### src/hw/rtl/imhdk_pkg.sv
`timescale 1ns / 1ps
// ----------------------------------------------------------------------------
// imhdk_pkg
// Shared types and codes for the indexed min-heap with decrease-to-half.
// ----------------------------------------------------------------------------
package imhdk_pkg;

   localparam int KEY_W  = 10;
   localparam int CAP_W  = 9;
   localparam int STAT_W = 3;
   localparam int CMD_W  = 2;
   localparam int OP_W   = 5;

   // request commands
   localparam logic [CMD_W-1:0] CMD_INSERT = 2'd0;
   localparam logic [CMD_W-1:0] CMD_REDUCE = 2'd1;
   localparam logic [CMD_W-1:0] CMD_REMOVE = 2'd2;
   localparam logic [CMD_W-1:0] CMD_LOOKUP = 2'd3;

   // response status
   localparam logic [STAT_W-1:0] ST_OK     = 3'd0;
   localparam logic [STAT_W-1:0] ST_FULL   = 3'd1;
   localparam logic [STAT_W-1:0] ST_EMPTY  = 3'd2;
   localparam logic [STAT_W-1:0] ST_RANGE  = 3'd3;
   localparam logic [STAT_W-1:0] ST_EXISTS = 3'd4;

   // csr indexes
   localparam logic CSR_CAPACITY = 1'b0;
   localparam logic CSR_MAX_KEY  = 1'b1;

   // datapath operations
   localparam logic [OP_W-1:0] OP_NONE   = 5'd0;
   localparam logic [OP_W-1:0] OP_CLEAR  = 5'd1;
   localparam logic [OP_W-1:0] OP_ACCEPT = 5'd2;
   localparam logic [OP_W-1:0] OP_RDHALF = 5'd3;
   localparam logic [OP_W-1:0] OP_CHECK  = 5'd4;
   localparam logic [OP_W-1:0] OP_INS    = 5'd5;
   localparam logic [OP_W-1:0] OP_REDSET = 5'd6;
   localparam logic [OP_W-1:0] OP_REDTAG = 5'd7;
   localparam logic [OP_W-1:0] OP_REMSET = 5'd8;
   localparam logic [OP_W-1:0] OP_REMUNM = 5'd9;
   localparam logic [OP_W-1:0] OP_REMLST = 5'd10;
   localparam logic [OP_W-1:0] OP_UPRD   = 5'd11;
   localparam logic [OP_W-1:0] OP_UPCMP  = 5'd12;
   localparam logic [OP_W-1:0] OP_DNRDL  = 5'd13;
   localparam logic [OP_W-1:0] OP_DNRDR  = 5'd14;
   localparam logic [OP_W-1:0] OP_DNCMP  = 5'd15;
   localparam logic [OP_W-1:0] OP_PLACE  = 5'd16;
   localparam logic [OP_W-1:0] OP_FINRD  = 5'd17;
   localparam logic [OP_W-1:0] OP_FIN    = 5'd18;

   typedef struct packed {
      logic [OP_W-1:0] op;
   } dp_cmd_type;

   typedef struct packed {
      logic [CMD_W-1:0] cmd;
      logic             ok;
      logic             is_top;
      logic             is_leaf;
      logic             swap_up;
      logic             swap_dn;
      logic             last_one;
      logic             clr_last;
      logic             out_busy;
   } dp_status_type;

endpackage

### src/hw/rtl/imhdk_ctrl.sv
`timescale 1ns / 1ps
// ----------------------------------------------------------------------------
// imhdk_ctrl
// Sequencer: map clearing, checks, sift up and sift down walks, response.
// ----------------------------------------------------------------------------
module imhdk_ctrl (
   input  logic                    clock,
   input  logic                    reset,
   input  logic                    req_valid,
   output logic                    req_stall,
   input  imhdk_pkg::dp_status_type sts,
   output imhdk_pkg::dp_cmd_type   dpc
);
   import imhdk_pkg::*;

   localparam logic [4:0] S_CLEAR  = 5'd0;
   localparam logic [4:0] S_IDLE   = 5'd1;
   localparam logic [4:0] S_RDHALF = 5'd2;
   localparam logic [4:0] S_CHECK  = 5'd3;
   localparam logic [4:0] S_INS    = 5'd4;
   localparam logic [4:0] S_REDSET = 5'd5;
   localparam logic [4:0] S_REDTAG = 5'd6;
   localparam logic [4:0] S_REMSET = 5'd7;
   localparam logic [4:0] S_REMUNM = 5'd8;
   localparam logic [4:0] S_REMLST = 5'd9;
   localparam logic [4:0] S_UPTEST = 5'd10;
   localparam logic [4:0] S_UPRD   = 5'd11;
   localparam logic [4:0] S_UPCMP  = 5'd12;
   localparam logic [4:0] S_DNTEST = 5'd13;
   localparam logic [4:0] S_DNRDL  = 5'd14;
   localparam logic [4:0] S_DNRDR  = 5'd15;
   localparam logic [4:0] S_DNCMP  = 5'd16;
   localparam logic [4:0] S_PLACE  = 5'd17;
   localparam logic [4:0] S_FINRD  = 5'd18;
   localparam logic [4:0] S_FIN    = 5'd19;

   logic [4:0] state_ff, state_in;

   always_comb begin
      state_in  = state_ff;
      dpc.op    = OP_NONE;
      req_stall = 1'b1;
      case (state_ff)
         S_CLEAR: begin
            dpc.op = OP_CLEAR;
            if (sts.clr_last) state_in = S_IDLE;
         end
         S_IDLE: begin
            req_stall = 1'b0;
            if (req_valid) begin
               dpc.op   = OP_ACCEPT;
               state_in = S_RDHALF;
            end
         end
         S_RDHALF: begin
            dpc.op   = OP_RDHALF;
            state_in = S_CHECK;
         end
         S_CHECK: begin
            dpc.op = OP_CHECK;
            if (!sts.ok) state_in = S_FINRD;
            else begin
               case (sts.cmd)
                  CMD_INSERT: state_in = S_INS;
                  CMD_REDUCE: state_in = S_REDSET;
                  CMD_REMOVE: state_in = S_REMSET;
                  default:    state_in = S_FINRD;
               endcase
            end
         end
         S_INS: begin
            dpc.op   = OP_INS;
            state_in = S_UPTEST;
         end
         S_REDSET: begin
            dpc.op   = OP_REDSET;
            state_in = S_REDTAG;
         end
         S_REDTAG: begin
            dpc.op   = OP_REDTAG;
            state_in = S_UPTEST;
         end
         S_REMSET: begin
            dpc.op   = OP_REMSET;
            state_in = S_REMUNM;
         end
         S_REMUNM: begin
            dpc.op   = OP_REMUNM;
            state_in = S_REMLST;
         end
         S_REMLST: begin
            dpc.op   = OP_REMLST;
            state_in = sts.last_one ? S_FINRD : S_DNTEST;
         end
         S_UPTEST: begin
            state_in = sts.is_top ? S_PLACE : S_UPRD;
         end
         S_UPRD: begin
            dpc.op   = OP_UPRD;
            state_in = S_UPCMP;
         end
         S_UPCMP: begin
            dpc.op   = OP_UPCMP;
            state_in = sts.swap_up ? S_UPTEST : S_PLACE;
         end
         S_DNTEST: begin
            state_in = sts.is_leaf ? S_PLACE : S_DNRDL;
         end
         S_DNRDL: begin
            dpc.op   = OP_DNRDL;
            state_in = S_DNRDR;
         end
         S_DNRDR: begin
            dpc.op   = OP_DNRDR;
            state_in = S_DNCMP;
         end
         S_DNCMP: begin
            dpc.op   = OP_DNCMP;
            state_in = sts.swap_dn ? S_DNTEST : S_PLACE;
         end
         S_PLACE: begin
            dpc.op   = OP_PLACE;
            state_in = S_FINRD;
         end
         S_FINRD: begin
            dpc.op   = OP_FINRD;
            state_in = S_FIN;
         end
         S_FIN: begin
            if (!sts.out_busy) begin
               dpc.op   = OP_FIN;
               state_in = S_IDLE;
            end
         end
         default: state_in = S_IDLE;
      endcase
   end

   always_ff @(posedge clock) begin
      if (reset) state_ff <= S_CLEAR;
      else       state_ff <= state_in;
   end

endmodule

### config.mk
export PLATFORM = sky130hd
export DESIGN_NAME = imhdk_ctrl
export DESIGN_NICKNAME = d
export VERILOG_FILES = /design/src/hw/rtl/imhdk_pkg.sv /design/src/hw/rtl/imhdk_ctrl.sv
export SDC_FILE = /design/constraint.sdc
export NUM_CORES = 1
export LEC_CHECK = 0
export BUFFER_PORTS_ARGS = -buffer_cell sky130_fd_sc_hd__buf_4
export CAP_MARGIN = 20
export CORE_MARGIN = 1.5
export CORE_UTILIZATION = 25
export CTS_CLUSTER_DIAMETER = 30
export CTS_CLUSTER_SIZE = 24
export DETAILED_ROUTE_END_ITERATION = 8
export MAX_ROUTING_LAYER = met4
export PLACE_DENSITY_LB_ADDON = 0.1
export SLEW_MARGIN = 20
export SYNTH_ARGS = -nofsm -noshare
export SYNTH_HDL_FRONTEND = slang
export SYNTH_SLANG_ARGS = --single-unit
### constraint.sdc
create_clock -name clock -period 1.68 [get_ports clock]
set_clock_uncertainty 0.1 [all_clocks]
set_input_delay 0.336 -clock clock [delete_from_list [all_inputs] [get_ports clock]]
set_output_delay 0.336 -clock clock [all_outputs]
set_load 0.02 [all_outputs]
==> results of run 1 <==
## placed cells by master, fill, tap and decap left out, drive strengths merged, types with 3 or more instances in the layout
cell	n
nor2	10
o21ai	9
nand2	12
a21oi	10
nor4	3
clkbuf	4
nand2b	7
nor3	6
a211oi	3
buf	57
dfxtp	5
o22ai	3
inv	4
## worst max-delay path: cells and delay by family, from the launching register on
family                 cells  cell delay (ns)
AOI/OAI and AO/OA          3             0.44
buffers and inverters      1             0.13
and+or+nand+nor            1             0.26
DFF                        1             0.36
## area by class of cell
| cell class | instances | area share |
|---|---|---|
| Timing Repair Buffer | 57 | 0.336 |
| Tap cell | 33 | 0.0277 |
| Multi-Input combinational cell | 96 | 0.528 |
| Sequential cell | 5 | 0.0763 |
| Inverter | 5 | 0.0151 |
| Clock buffer | 4 | 0.0176 |
## logic make-up (layout without fill, tap and decap cells)
family	after synthesis	in the layout	share of synthesized area
compound gates	42	42	0.374
simple gates	51	51	0.354
mux	1	1	0.0129
flops	5	5	0.129
fa+ha+maj	2	2	0.0322
buf+inv	16	66	0.0982
## where the power goes
part | switching [mW] | internal, mW | total, mW
sequential | 0.00632 | 0.119 | 0.126
combinational | 0.126 | 0.136 | 0.262
clock | 0.0577 | 0.0903 | 0.148
## metal layers
metal | routed length (µm) | GRT usage | part of all wire
met1 | 1360 | 0.233 | 0.42
met4 | 121 | 0.0682 | 0.038
met2 | 1590 | 0.341 | 0.50
met3 | 135 | 0.0176 | 0.042
met5 | 0 | - | 0
## how the worst max path moves through the flow
stage                                        start     end  slack [ns]
after floorplan           state_ff[4]$_SDFFE_PP0P_  dpc[1]        0.02
after global placement    state_ff[2]$_SDFFE_PP0P_  dpc[1]       -0.10
after detailed placement  state_ff[2]$_SDFFE_PP0P_  dpc[1]       -0.08
after CTS                 state_ff[2]$_SDFFE_PP0P_  dpc[2]       -0.18
after global routing      state_ff[2]$_SDFFE_PP0P_  dpc[2]       -0.24
final                     state_ff[2]$_SDFFE_PP0P_  dpc[2]       -0.18
## stage by stage
stage | instance area, µm² | TNS [ns]
floorplan | 803 | 0
global placement | 1140 | -0.145
detailed placement | 1140 | -0.248
CTS | 1360 | -0.624
global route | 1490 | -1.21
finish | 1490 | -0.683
## repair_timing
action | in CTS | in global routing
buffers inserted | 9 | 2
pin swaps | 9 | 11
endpoints found under the setup margin | 10 | 11
gates resized for setup | 31 | 31
==> run summary, run 1 <==
The area share of the leading cell type in the synthesized netlist is 0.129, and the share of the clock period used by the worst path is 1.11. The top-level I/O count is 19, and the setup slack after placement is -0.0771 ns. The final reports fail on negative setup slack.

Counting every sink on the clock net gives 5. The largest area contributor in the synthesized netlist was sky130_fd_sc_hd__dfxtp_1. In this run, the number of DRC markers left after iteration 0 of detailed routing was 17.

The register with the most flip-flops was state_ff. The minimum clock period works out to 1.86 ns. In this run the register-to-register setup slack is -0.11 ns. The logs give 114 µm² for the sequential cell area and 1114 for the total vias in the final route.

Dividing total power by cell area gives a power density of 359 nW/µm². Clock-pin slew was measured on the worst setup and hold paths at 0.05 ns. Excluding fillers, the count of instances in the completed layout stands at 200.

Setup repair after global routing could not meet its margin everywhere. The die span in x works out to 58.8 µm. In this run the deepest clock path goes through 2 buffers. The setup path with the least slack is of type flop to primary output. The area taken by multi-input logic gates was 787 µm². CTS placed an instance of sky130_fd_sc_hd__clkbuf_4 at the clock tree root. The run gives 1.43 ns as the worst path arrival time. The logs give 3000 µm² for the standard cell core area and 0 for the total overflow reported by the global router. The per-cell routed wire length is 16.0 µm, and the number of enable flip-flop cells after synthesis is 0.

Measured along the y axis, the die boundary spans 58.8 µm. The total nets after synthesis came out at 132. The starting utilization of the core area was 0.259. For the row count, the log shows 20. The element type at the critical path start was a flop. STA puts the critical path data required time at 1.24 ns. The cell count after synthesis came out at 117. The cell with the largest stage delay on the worst path is sky130_fd_sc_hd__dfxtp_4. The min-delay analysis places its worst path in the category primary input to flop.

The final hold violation count came out at 0. The clock latency reported for the late side of the worst-skew pair is 0.25 ns. The startpoint identified for the worst register-to-register timing path is state_ff[0]$_SDFFE_PP0P_. In this run the tool buffered the top-level ports with 18 buffer cells. The tools report the endpoint of the worst-slack reg-to-reg timing path as state_ff[0]$_SDFFE_PP0P_.

Dominant cell by count in the synthesized netlist: sky130_fd_sc_hd__nand2_1. The die covers 3450 µm². Number of antenna violations at the first check in global routing: 0. The synthesized area per cell is 6.64 µm², and the overall routing resource usage is 0.196.

The register with the most flip-flops in the layout has 5 of them. The post-synthesis async set-or-reset flop share works out to 0. The routed design has 3.21 mm of wire. The design draws 536 µW. The run gives 286 as the total of fill cells in the finished design. Including well taps, the total number of placed cells is 185. The synthesis-stage register bit count was 5. The tools report the part of the Yosys area used for sequential elements as 0.129. The tools report the number of buffers created by CTS as 3.

The end point of the worst hold path is state_ff[3]$_SDFFE_PP0P_. The number of cells on the worst reg-to-reg path is 8. The area growth from synthesis to layout is 91.9%. The normalized max-slew margin was 0.801; the fraction of final layout cells with drive strength greater than 1 was 0.605. The slew at the pin with the worst max-slew slack is 0.294 ns. Buffers inserted to repair hold after CTS numbered 0. For this run, the slowest stage of the critical path takes 0.36 ns. The final max-slew violation count was 0. The tools report the number of endpoints failing setup at the final stage as 7. The number of global-route vias before repair came out at 1103. The congestion estimate from routability-driven global placement came to 0.820. Along the worst path, the maximum fanout reaches 5. The antenna cell count is 0. The worst hold path passes through 2 cells.

The final worst slack came out at -0.182 ns. In the post-synthesis netlist, the biggest area contributors are sky130_fd_sc_hd__dfxtp_1 13%, sky130_fd_sc_hd__a21oi_1 5.8%, sky130_fd_sc_hd__nand2_1 5.8%, sky130_fd_sc_hd__nand2b_1 5.6%, sky130_fd_sc_hd__nor2_1 4.8%. The global-route wire length before repair is 5.04 mm.

Sort of element at the end of the critical path: a primary output. The via count normalized by instance count works out to 5.57. The run gives 0.497 as the share of the core filled with cells in the final layout. The most used flip-flop cell after synthesis is sky130_fd_sc_hd__dfxtp_1. In the final design database the tool counted 183 nets. The worst-case IR drop observed on VDD is 0.144 mV. The logs give 2.16 mm for the post-detailed-placement half-perimeter wirelength and 0 for the remaining number of nets flagged by the antenna check after routing. The startpoint identified for the worst hold timing path is reset. The run finished, with violations left. The largest registers in the layout are state_ff: 5 flops. The worst hold margin is 0.204 ns. The number of detailed-route iterations in the first pass was 4; the maximum clock frequency was 537 MHz. Yosys mapped the design onto 40 distinct sky130hd cell types. The maximum level of the CTS H-tree was 1. The number of synthesis warnings came out at 0. The synthesized cell area came out at 777 µm². TritonCTS built the clock tree.

In the synthesized netlist, the cells that appear most often are 12 x sky130_fd_sc_hd__nand2_1, 10 x sky130_fd_sc_hd__nor2_1, 9 x sky130_fd_sc_hd__a21oi_1. The total of max-cap violations is 0. The most numerous cell type found on the critical path is sky130_fd_sc_hd__o21ai_2. For the maximum number of pins on one net before global-route repair, the log shows 14. The signal on the critical path passes through or2_4, o21ai_2, a22oi_2, o21ai_2, buf_6.

The DRC violations left was 0; the leakage power was 0.602 nW.
No activity file was read; power rests on OpenSTA's default activity.
==> inputs of run 2 (changes only) <==
--- a/config.mk
+++ b/config.mk
@@ -14,6 +14,7 @@
 export DETAILED_ROUTE_END_ITERATION = 8
 export MAX_ROUTING_LAYER = met4
 export PLACE_DENSITY_LB_ADDON = 0.1
+export SKIP_LAST_GASP = 1
 export SLEW_MARGIN = 20
 export SYNTH_ARGS = -nofsm -noshare
 export SYNTH_HDL_FRONTEND = slang
==> run summary, run 2 (same netlist as run 1, synthesis figures left out) <==
The run finished, with violations left. Violated checks: negative setup slack (unchanged). Critical path endpoint: dpc[1] (was dpc[2]).

Number of global-route vias before repair: 1097 (was 1103). The global-route wire length before repair is 5.03 mm (was 5.04 mm), and the total of max-cap violations is 0 (unchanged). The die height was 58.8 µm (unchanged); the number of endpoints failing setup at the final stage was 7 (unchanged). The number of antenna violations at the first check in global routing came out at 0 (unchanged). Commonest cells after routing, fill and taps aside: 46 x sky130_fd_sc_hd__buf_4, 11 x sky130_fd_sc_hd__nand2_1, 9 x sky130_fd_sc_hd__buf_6 (was 42 x sky130_fd_sc_hd__buf_4, 12 x sky130_fd_sc_hd__buf_6, 10 x sky130_fd_sc_hd__nand2_1). The register-to-register path setup slack is -0.02 ns (was -0.11 ns), and the total of fill cells in the finished design is 297 (was 286). Sum of negative setup slack: -0.530 ns (was -0.683 ns). The element type at the critical path start is a flop (unchanged).

The last weighted congestion value of the routability-driven placer is 0.820 (unchanged). For the number of buffers created by CTS, the log shows 3 (unchanged). The category of the critical setup timing path was flop to primary output (unchanged).

The run gives 3.19 mm (was 3.21 mm) as the detailed-route wire length. TritonCTS built the clock tree. Series of cell instances along the critical path: buf_12, clkinvlp_4, nor2_4, buf_6, nand2_2, o22ai_2, buf_6 (was or2_4, o21ai_2, a22oi_2, o21ai_2, buf_6). The logs give 0 (unchanged) for the remaining number of nets flagged by the antenna check after routing and 0.129 mV (was 0.144 mV) for the highest ir drop seen on vdd. The number of cell instances on the worst register-to-register path came out at 6 (was 8).

Endpoint of the worst-slack reg-to-reg timing path: state_ff[2]$_SDFFE_PP0P_ (was state_ff[0]$_SDFFE_PP0P_). The logs give 3450 µm² (unchanged) for the area of the die and 0.194 ns (was 0.204 ns) for the worst hold margin. The antenna cell count was 0 (unchanged); the number of DRC violations after detailed-routing iteration 0 was 17 (unchanged). The row count was 20 (unchanged). For the final-stage net count, the log shows 183 (unchanged).

Starting utilization of the core area: 0.259 (unchanged). The most used cell along the critical path is sky130_fd_sc_hd__buf_6 (was sky130_fd_sc_hd__o21ai_2). For the count of hold-fix buffers inserted at cts, the log shows 0 (unchanged). The final max-slew violation count came out at 0 (unchanged). The die span in x came out at 58.8 µm (unchanged). The minimum clock period was 1.85 ns (was 1.86 ns). Largest registers ranked by flip-flop count: state_ff: 5 flops (unchanged). The total overflow reported by the global router is 0 (unchanged).

The tools report the sort of element at the end of the critical path as a primary output (unchanged). Cell with the largest stage delay on the worst path: sky130_fd_sc_hd__dfxtp_2 (was sky130_fd_sc_hd__dfxtp_4). The leakage power is 0.596 nW (was 0.602 nW). The fraction of final layout cells with drive strength greater than 1 is 0.599 (was 0.605). The area growth from synthesis to layout was 89.2% (was 91.9%); the total vias in the final route was 1136 (was 1114). The number of flip-flops under the largest register name came out at 5 (unchanged).

For the worst path arrival time, the log shows 1.42 ns (was 1.43 ns). The most common library cell in the layout ignoring fill and taps was sky130_fd_sc_hd__buf_4 (unchanged). The power after layout was 531 µW (was 536 µW). The post-route non-filler standard cell count was 200 (unchanged).

The clock sink count is 5 (unchanged), and the post-detailed-placement half-perimeter wirelength is 2.16 mm (unchanged). The slew at the pin with the worst max-slew slack came out at 0.297 ns (was 0.294 ns). Setup repair after global routing could not meet its margin everywhere.

The maximum clock path buffer count came out at 2 (unchanged). The register with the most flip-flops was state_ff (unchanged). The share of the core filled with cells in the final layout is 0.490 (was 0.497), and the maximum level of the CTS H-tree is 1 (unchanged). The total power density per cell area is 361 nW/µm² (was 359 nW/µm²), and the peak per-stage delay on the critical path is 0.35 ns (was 0.36 ns). Clock root buffer: sky130_fd_sc_hd__clkbuf_4 (unchanged). Normalized max-slew margin: 0.799 (was 0.801). The via count normalized by instance count works out to 5.68 (was 5.57). Overall routing resource usage: 0.195 (was 0.196).

Maximum number of pins on one net before global-route repair: 14 (unchanged). The run gives 0.25 ns (about the same) as the clock latency reported for the late side of the worst-skew pair. Per-cell routed wire length: 15.9 µm (was 16.0 µm). Number of placed cells counting well taps: 185 (unchanged). The tools report the required time of the worst setup path as 1.24 ns (about the same). The DRC violations left was 0 (unchanged).

The start point of the critical path was state_ff[0]$_SDFFE_PP0P_ (was state_ff[2]$_SDFFE_PP0P_). Worst hold-check path type: primary input to flop (unchanged). The logs give -0.171 ns (was -0.182 ns) for the final worst slack and 0 (unchanged) for the final hold violation count. The number of detailed-route iterations in the first pass was 4 (unchanged). The maximum clock frequency is 540 MHz (was 537 MHz), and the count of port buffers added during placement is 18 (unchanged). The tools report the standard cell core area as 3000 µm² (unchanged). The tools report the launching point of the worst reg2reg path as state_ff[0]$_SDFFE_PP0P_ (unchanged). The share of the clock period used by the worst path is 1.10 (was 1.11). Clock input transition at the sequential cells of the worst setup and hold paths: 0.05 ns (about the same).

The top-level I/O count was 19 (unchanged); the largest driver fanout on the critical path was 4 (was 5).
run 2: timing repair:
action	in CTS	in global routing
setup buffers	9	2
pin swaps	9	10
endpoints found under the setup margin	10	11
hold endpoints to repair	0	0
resized for setup	29	26
run 2: power breakdown:
part           switching [mW]  internal [mW]  total, mW
logic                   0.124          0.133      0.257
clock network          0.0585         0.0904      0.149
registers             0.00613          0.119      0.125
total                   0.189          0.342      0.531
run 2: cell type report:
cell class	instances	area (µm²)	share of cell area
timing repair buffer	57	482	0.328
sequential	5	114	0.0774
multi-input combinational	96	785	0.534
clock buffer	4	26.3	0.0179
inverter	5	22.5	0.0153
tap	33	41.3	0.0281
run 2: how the worst min path moves through the flow:
stage	startpoint	slack, ns	cells after the start	to
global route	reset	0.20	2	state_ff[3]$_SDFFE_PP0P_
global placement	reset	0.47	2	state_ff[3]$_SDFFE_PP0P_
detailed placement	reset	0.46	2	state_ff[0]$_SDFFE_PP0P_
floorplan	reset	0.30	1	state_ff[0]$_SDFFE_PP0P_
CTS	reset	0.19	2	state_ff[0]$_SDFFE_PP0P_
finish	reset	0.19	2	state_ff[3]$_SDFFE_PP0P_
run 2: through the flow:
step | cell area (µm²) | setup slack (ns)
after floorplan | 803 | 0.0172
after global placement | 1140 | -0.105
after detailed placement | 1140 | -0.0771
after CTS | 1350 | -0.175
after global routing | 1470 | -0.248
final | 1470 | -0.171
run 2: layer usage:
metal / global-route usage / part of all wire
met1: 0.230 / 0.41
met4: 0.0682 / 0.029
met5: - / 0
met3: 0.0220 / 0.046
met2: 0.338 / 0.51
run 2: critical path, delay by kind of cell, from the launching register on:
family | cells | cell delay [ns]
AO/OA/AOI/OAI | 1 | 0.12
buffers and inverters | 4 | 0.49
flip-flops | 1 | 0.35
AND/OR/NAND/NOR | 2 | 0.20
==> inputs of run 3 (changes only) <==
--- a/config.mk
+++ b/config.mk
@@ -5,13 +5,15 @@
 export SDC_FILE = /design/constraint.sdc
 export NUM_CORES = 1
 export LEC_CHECK = 0
-export BUFFER_PORTS_ARGS = -buffer_cell sky130_fd_sc_hd__buf_4
+export ABC_AREA = 1
 export CAP_MARGIN = 20
+export CORE_ASPECT_RATIO = 0.6
 export CORE_MARGIN = 1.5
 export CORE_UTILIZATION = 25
 export CTS_CLUSTER_DIAMETER = 30
 export CTS_CLUSTER_SIZE = 24
 export DETAILED_ROUTE_END_ITERATION = 8
+export DONT_BUFFER_PORTS = 1
 export MAX_ROUTING_LAYER = met4
 export PLACE_DENSITY_LB_ADDON = 0.1
 export SKIP_LAST_GASP = 1
==> run summary, run 3 <==
The leakage power came out at 0.702 nW (was 0.596 nW). Most used flip-flop cell after synthesis: sky130_fd_sc_hd__dfxtp_1 (unchanged). The global-route wire length before repair is 4.83 mm (was 5.03 mm). The tools report the number of synthesis warnings as 0 (unchanged). The per-cell routed wire length is 13.5 µm (was 15.9 µm). The share of cell area taken by muxes after synthesis was 0 (was 0.0129); the internal power summed over all cells was 834 µW (was 342 µW). The tools report the clock sink count as 5 (unchanged).

The via count normalized by instance count works out to 4.80 (was 5.68). The area growth from synthesis to layout works out to 73.4% (was 89.2%). The number of enable flip-flop cells after synthesis came out at 0 (unchanged).

The area taken by multi-input logic gates is 719 µm² (was 785 µm²). Dominant cell by count in the synthesized netlist: sky130_fd_sc_hd__nand2_1 (unchanged). Area share of the leading cell type in the synthesized netlist: 0.229 (was 0.129). Remaining number of nets flagged by the antenna check after routing: 0 (unchanged). The maximum clock path buffer count came out at 2 (unchanged). Violated checks: negative setup slack (unchanged).

Slew at the pin with the worst max-slew slack: 0.300 ns (was 0.297 ns). The largest area contributor in the synthesized netlist was sky130_fd_sc_hd__nand2_1 (was sky130_fd_sc_hd__dfxtp_1). The antenna cell count was 0 (unchanged); the die span in x was 73.9 µm (was 58.8 µm).

Number of antenna violations at the first check in global routing: 0 (unchanged). The final max-slew violation count was 0 (unchanged); the maximum number of pins on one net before global-route repair was 10 (was 14). For the count of hold-fix buffers inserted at cts, the log shows 0 (unchanged). The area fraction in and, or, nand and nor cells after synthesis was 0.613 (was 0.354); the number of buffers created by CTS was 3 (unchanged). The last weighted congestion value of the routability-driven placer is 0.958 (was 0.820), and the sum of negative setup slack is -0.367 ns (was -0.530 ns).

The count of port buffers added during placement came out at 0 (was 18). The row count was 15 (was 20). The clock input transition at the sequential cells of the worst setup and hold paths was 0.03 ns (was 0.05 ns).

The sequential cell area is 119 µm² (was 114 µm²), and the highest ir drop seen on vdd is 0.524 mV (was 0.129 mV). The total of max-cap violations came out at 0 (unchanged). The run gives 813 µW (was 189 µW) as the switching power summed over all nets. The final-stage net count is 209 (was 183). Setup repair after global routing could not meet its margin everywhere. The count of cell types in the netlist was 15 (was 40). The tools report the total of fill cells in the finished design as 289 (was 297). The category of the critical setup timing path was flop to primary output (unchanged). Most common library cell in the layout ignoring fill and taps: sky130_fd_sc_hd__nand2_1 (was sky130_fd_sc_hd__buf_4). The flow ran to the end, but the final reports show violations. Largest registers ranked by flip-flop count: state_ff: 5 flops (unchanged). The synthesized area per cell came out at 4.80 µm² (was 6.64 µm²). The area of the die was 3360 µm² (was 3450 µm²).

Top cells by count, synth: 46 x sky130_fd_sc_hd__nand2_1, 35 x sky130_fd_sc_hd__nor2_1, 28 x sky130_fd_sc_hd__inv_1 (was 12 x sky130_fd_sc_hd__nand2_1, 10 x sky130_fd_sc_hd__nor2_1, 9 x sky130_fd_sc_hd__a21oi_1). The number of flip-flops under the largest register name is 5 (unchanged). The worst hold-check path type was primary input to flop (unchanged).

The largest driver fanout on the critical path is 6 (was 4). Share of total power consumed by net switching: 0.494 (was 0.355). The post-detailed-placement half-perimeter wirelength came out at 2.45 mm (was 2.16 mm). The post-synthesis async set-or-reset flop share is 0 (unchanged), and the number of global-route vias before repair is 1054 (was 1097). The portion of total power attributed to the clock network is 0.133 (was 0.280), and the die height is 45.5 µm (was 58.8 µm). The fraction of final layout cells with drive strength greater than 1 was 0.446 (was 0.599); the final worst slack was -0.101 ns (was -0.171 ns). Power share of the sequential group: 0.145 (was 0.236). The xor and xnor area share after synthesis is 0 (unchanged). The part of the Yosys area used for sequential elements was 0.133 (was 0.129). The synthesized cell area came out at 753 µm² (was 777 µm²). The synthesized-area fraction occupied by adder cells came out at 0.0332 (was 0.0322).

The share of the clock period used by the worst path is 1.06 (was 1.10). The fraction of the mapped netlist area in compound gates is 0.0714 (was 0.374). The DRC violations left is 0 (unchanged). The element type at the critical path start was a flop (unchanged). The register with the most flip-flops was state_ff (unchanged). TritonCTS built the clock tree. The tools report the number of endpoints failing setup at the final stage as 6 (was 7).

The number of detailed-route iterations in the first pass was 4 (unchanged). Clock root buffer: sky130_fd_sc_hd__clkbuf_8 (was sky130_fd_sc_hd__clkbuf_4). For the detailed-route wire length, the log shows 3.17 mm (was 3.19 mm). The total overflow reported by the global router is 0 (unchanged), and the total nets after synthesis is 172 (was 132). Maximum level of the CTS H-tree: 1 (unchanged).

The top-level I/O count is 19 (unchanged). Final hold violation count: 0 (unchanged). Sort of element at the end of the critical path: a primary output (unchanged).

The largest family of logic cells by synthesized area is simple AND/OR/NAND/NOR gates (was compound AO/OA/AOI/OAI gates). Top cells by area in the synthesized netlist: sky130_fd_sc_hd__nand2_1 23%, sky130_fd_sc_hd__nor2_1 17%, sky130_fd_sc_hd__nand3_1 15%, sky130_fd_sc_hd__inv_1 14%, sky130_fd_sc_hd__dfxtp_1 13% (was sky130_fd_sc_hd__dfxtp_1 13%, sky130_fd_sc_hd__a21oi_1 5.8%, sky130_fd_sc_hd__nand2_1 5.8%, sky130_fd_sc_hd__nand2b_1 5.6%, sky130_fd_sc_hd__nor2_1 4.8%). The worst path arrival time was 1.34 ns (was 1.42 ns); the minimum clock period was 1.78 ns (was 1.85 ns). Required time of the worst setup path: 1.24 ns (about the same). The share of power burned in combinational logic is 0.722 (was 0.484), and the synthesis-stage register bit count is 5 (unchanged).

For the starting utilization of the core area, the log shows 0.262 (was 0.259). The logs give 562 MHz (was 540 MHz) for the maximum clock frequency and 1128 (was 1136) for the total vias in the final route. The standard cell core area was 2870 µm² (was 3000 µm²). Commonest cells after routing, fill and taps aside: 35 x sky130_fd_sc_hd__nand2_1, 31 x sky130_fd_sc_hd__buf_4, 22 x sky130_fd_sc_hd__inv_1 (was 46 x sky130_fd_sc_hd__buf_4, 11 x sky130_fd_sc_hd__nand2_1, 9 x sky130_fd_sc_hd__buf_6). The cell count after synthesis was 157 (was 117); the total power density per cell area was 1260 nW/µm² (was 361 nW/µm²). The clock latency reported for the late side of the worst-skew pair was 0.22 ns (was 0.25 ns); the number of DRC violations after detailed-routing iteration 0 was 116 (was 17). The tools report the worst hold margin as 0.0720 ns (was 0.194 ns).

Overall routing resource usage: 0.201 (was 0.195). For the normalized max-slew margin, the log shows 0.799 (about the same).
## run 3: changes by cell type after synthesis, sizes merged, moves of 4 or more
cell    previous run  this run
a21oi             10         6
buf                8         1
inv                5        28
nand2             12        46
nand2b             7         0
nand3              2        22
nand4              0         4
nor2              10        36
nor3               6         2
o21ai              9         2
## run 3: worst paths after layout
| path | slack [ns] | depth (start not counted) | from | end |
|---|---|---|---|---|
| setup reg to reg | 0.10 | 12 | state_ff[1]$_SDFFE_PP0P_ | state_ff[0]$_SDFFE_PP0P_ |
| hold reg to reg | 0.70 | 6 | state_ff[3]$_SDFFE_PP0P_ | state_ff[0]$_SDFFE_PP0P_ |
| setup / recovery | -0.10 | 7 | state_ff[3]$_SDFFE_PP0P_ | dpc[3] |
| hold / removal | 0.07 | 1 | reset | state_ff[1]$_SDFFE_PP0P_ |
## run 3: power by group through the flow
stage               sequential [mW]  combinational (mW)  clock (mW)
floorplan                     0.184               0.533           0
global placement              0.197               0.934           0
detailed placement            0.194               0.915           0
CTS                           0.226                1.05       0.222
global route                  0.243                1.30       0.232
finish                        0.239                1.19       0.219
## run 3: critical path, cell delays in order (launching register included)
cell                      delay, ns
sky130_fd_sc_hd__dfxtp_4       0.36
sky130_fd_sc_hd__inv_2         0.09
sky130_fd_sc_hd__nand2_2       0.08
sky130_fd_sc_hd__nor2_4        0.18
sky130_fd_sc_hd__nand2_1       0.13
sky130_fd_sc_hd__nand3_2       0.11
sky130_fd_sc_hd__nor2_1        0.06
sky130_fd_sc_hd__nand2_2       0.11
## run 3: kinds of logic after synthesis
family / count (synthesis)
buffers and inverters: 29
and+or+nand+nor: 111
AOI/OAI and AO/OA: 10
adders and majority gates: 2
DFF: 5
## run 3: repair_timing
action / 4_1_cts / 5_1_grt
setup endpoints to repair: 6 / 9
pin swaps: 8 / 17
gates cloned: 0 / 0
gates resized for setup: 32 / 39
setup buffers: 4 / 3
## run 3: metal layers
layer,vias up,wire length (µm),GRT usage
li1,564,-,-
met1,512,1490,0.282
met2,50,1400,0.297
met3,2,263,0.0465
met4,0,15,0.0333
met5,-,0,-
## run 3: cell type report
type	instances	area share
repair buffers	33	0.195
clock buffers	4	0.0345
multi-input cells	123	0.551
well taps	42	0.0402
inverters	28	0.0881
flip-flops and latches	5	0.0910
## run 3: stage by stage
stage	instances	worst slack, ns	power [mW]	util	area, µm²
global route	235	-0.167	1.77	0.455	1310
floorplan	157	0.0528	0.717	-	753
global placement	225	-0.115	1.13	0.349	1000
finish	235	-0.101	1.65	0.455	1310
detailed placement	225	-0.0575	1.11	0.349	1000
CTS	233	-0.107	1.50	0.407	1170
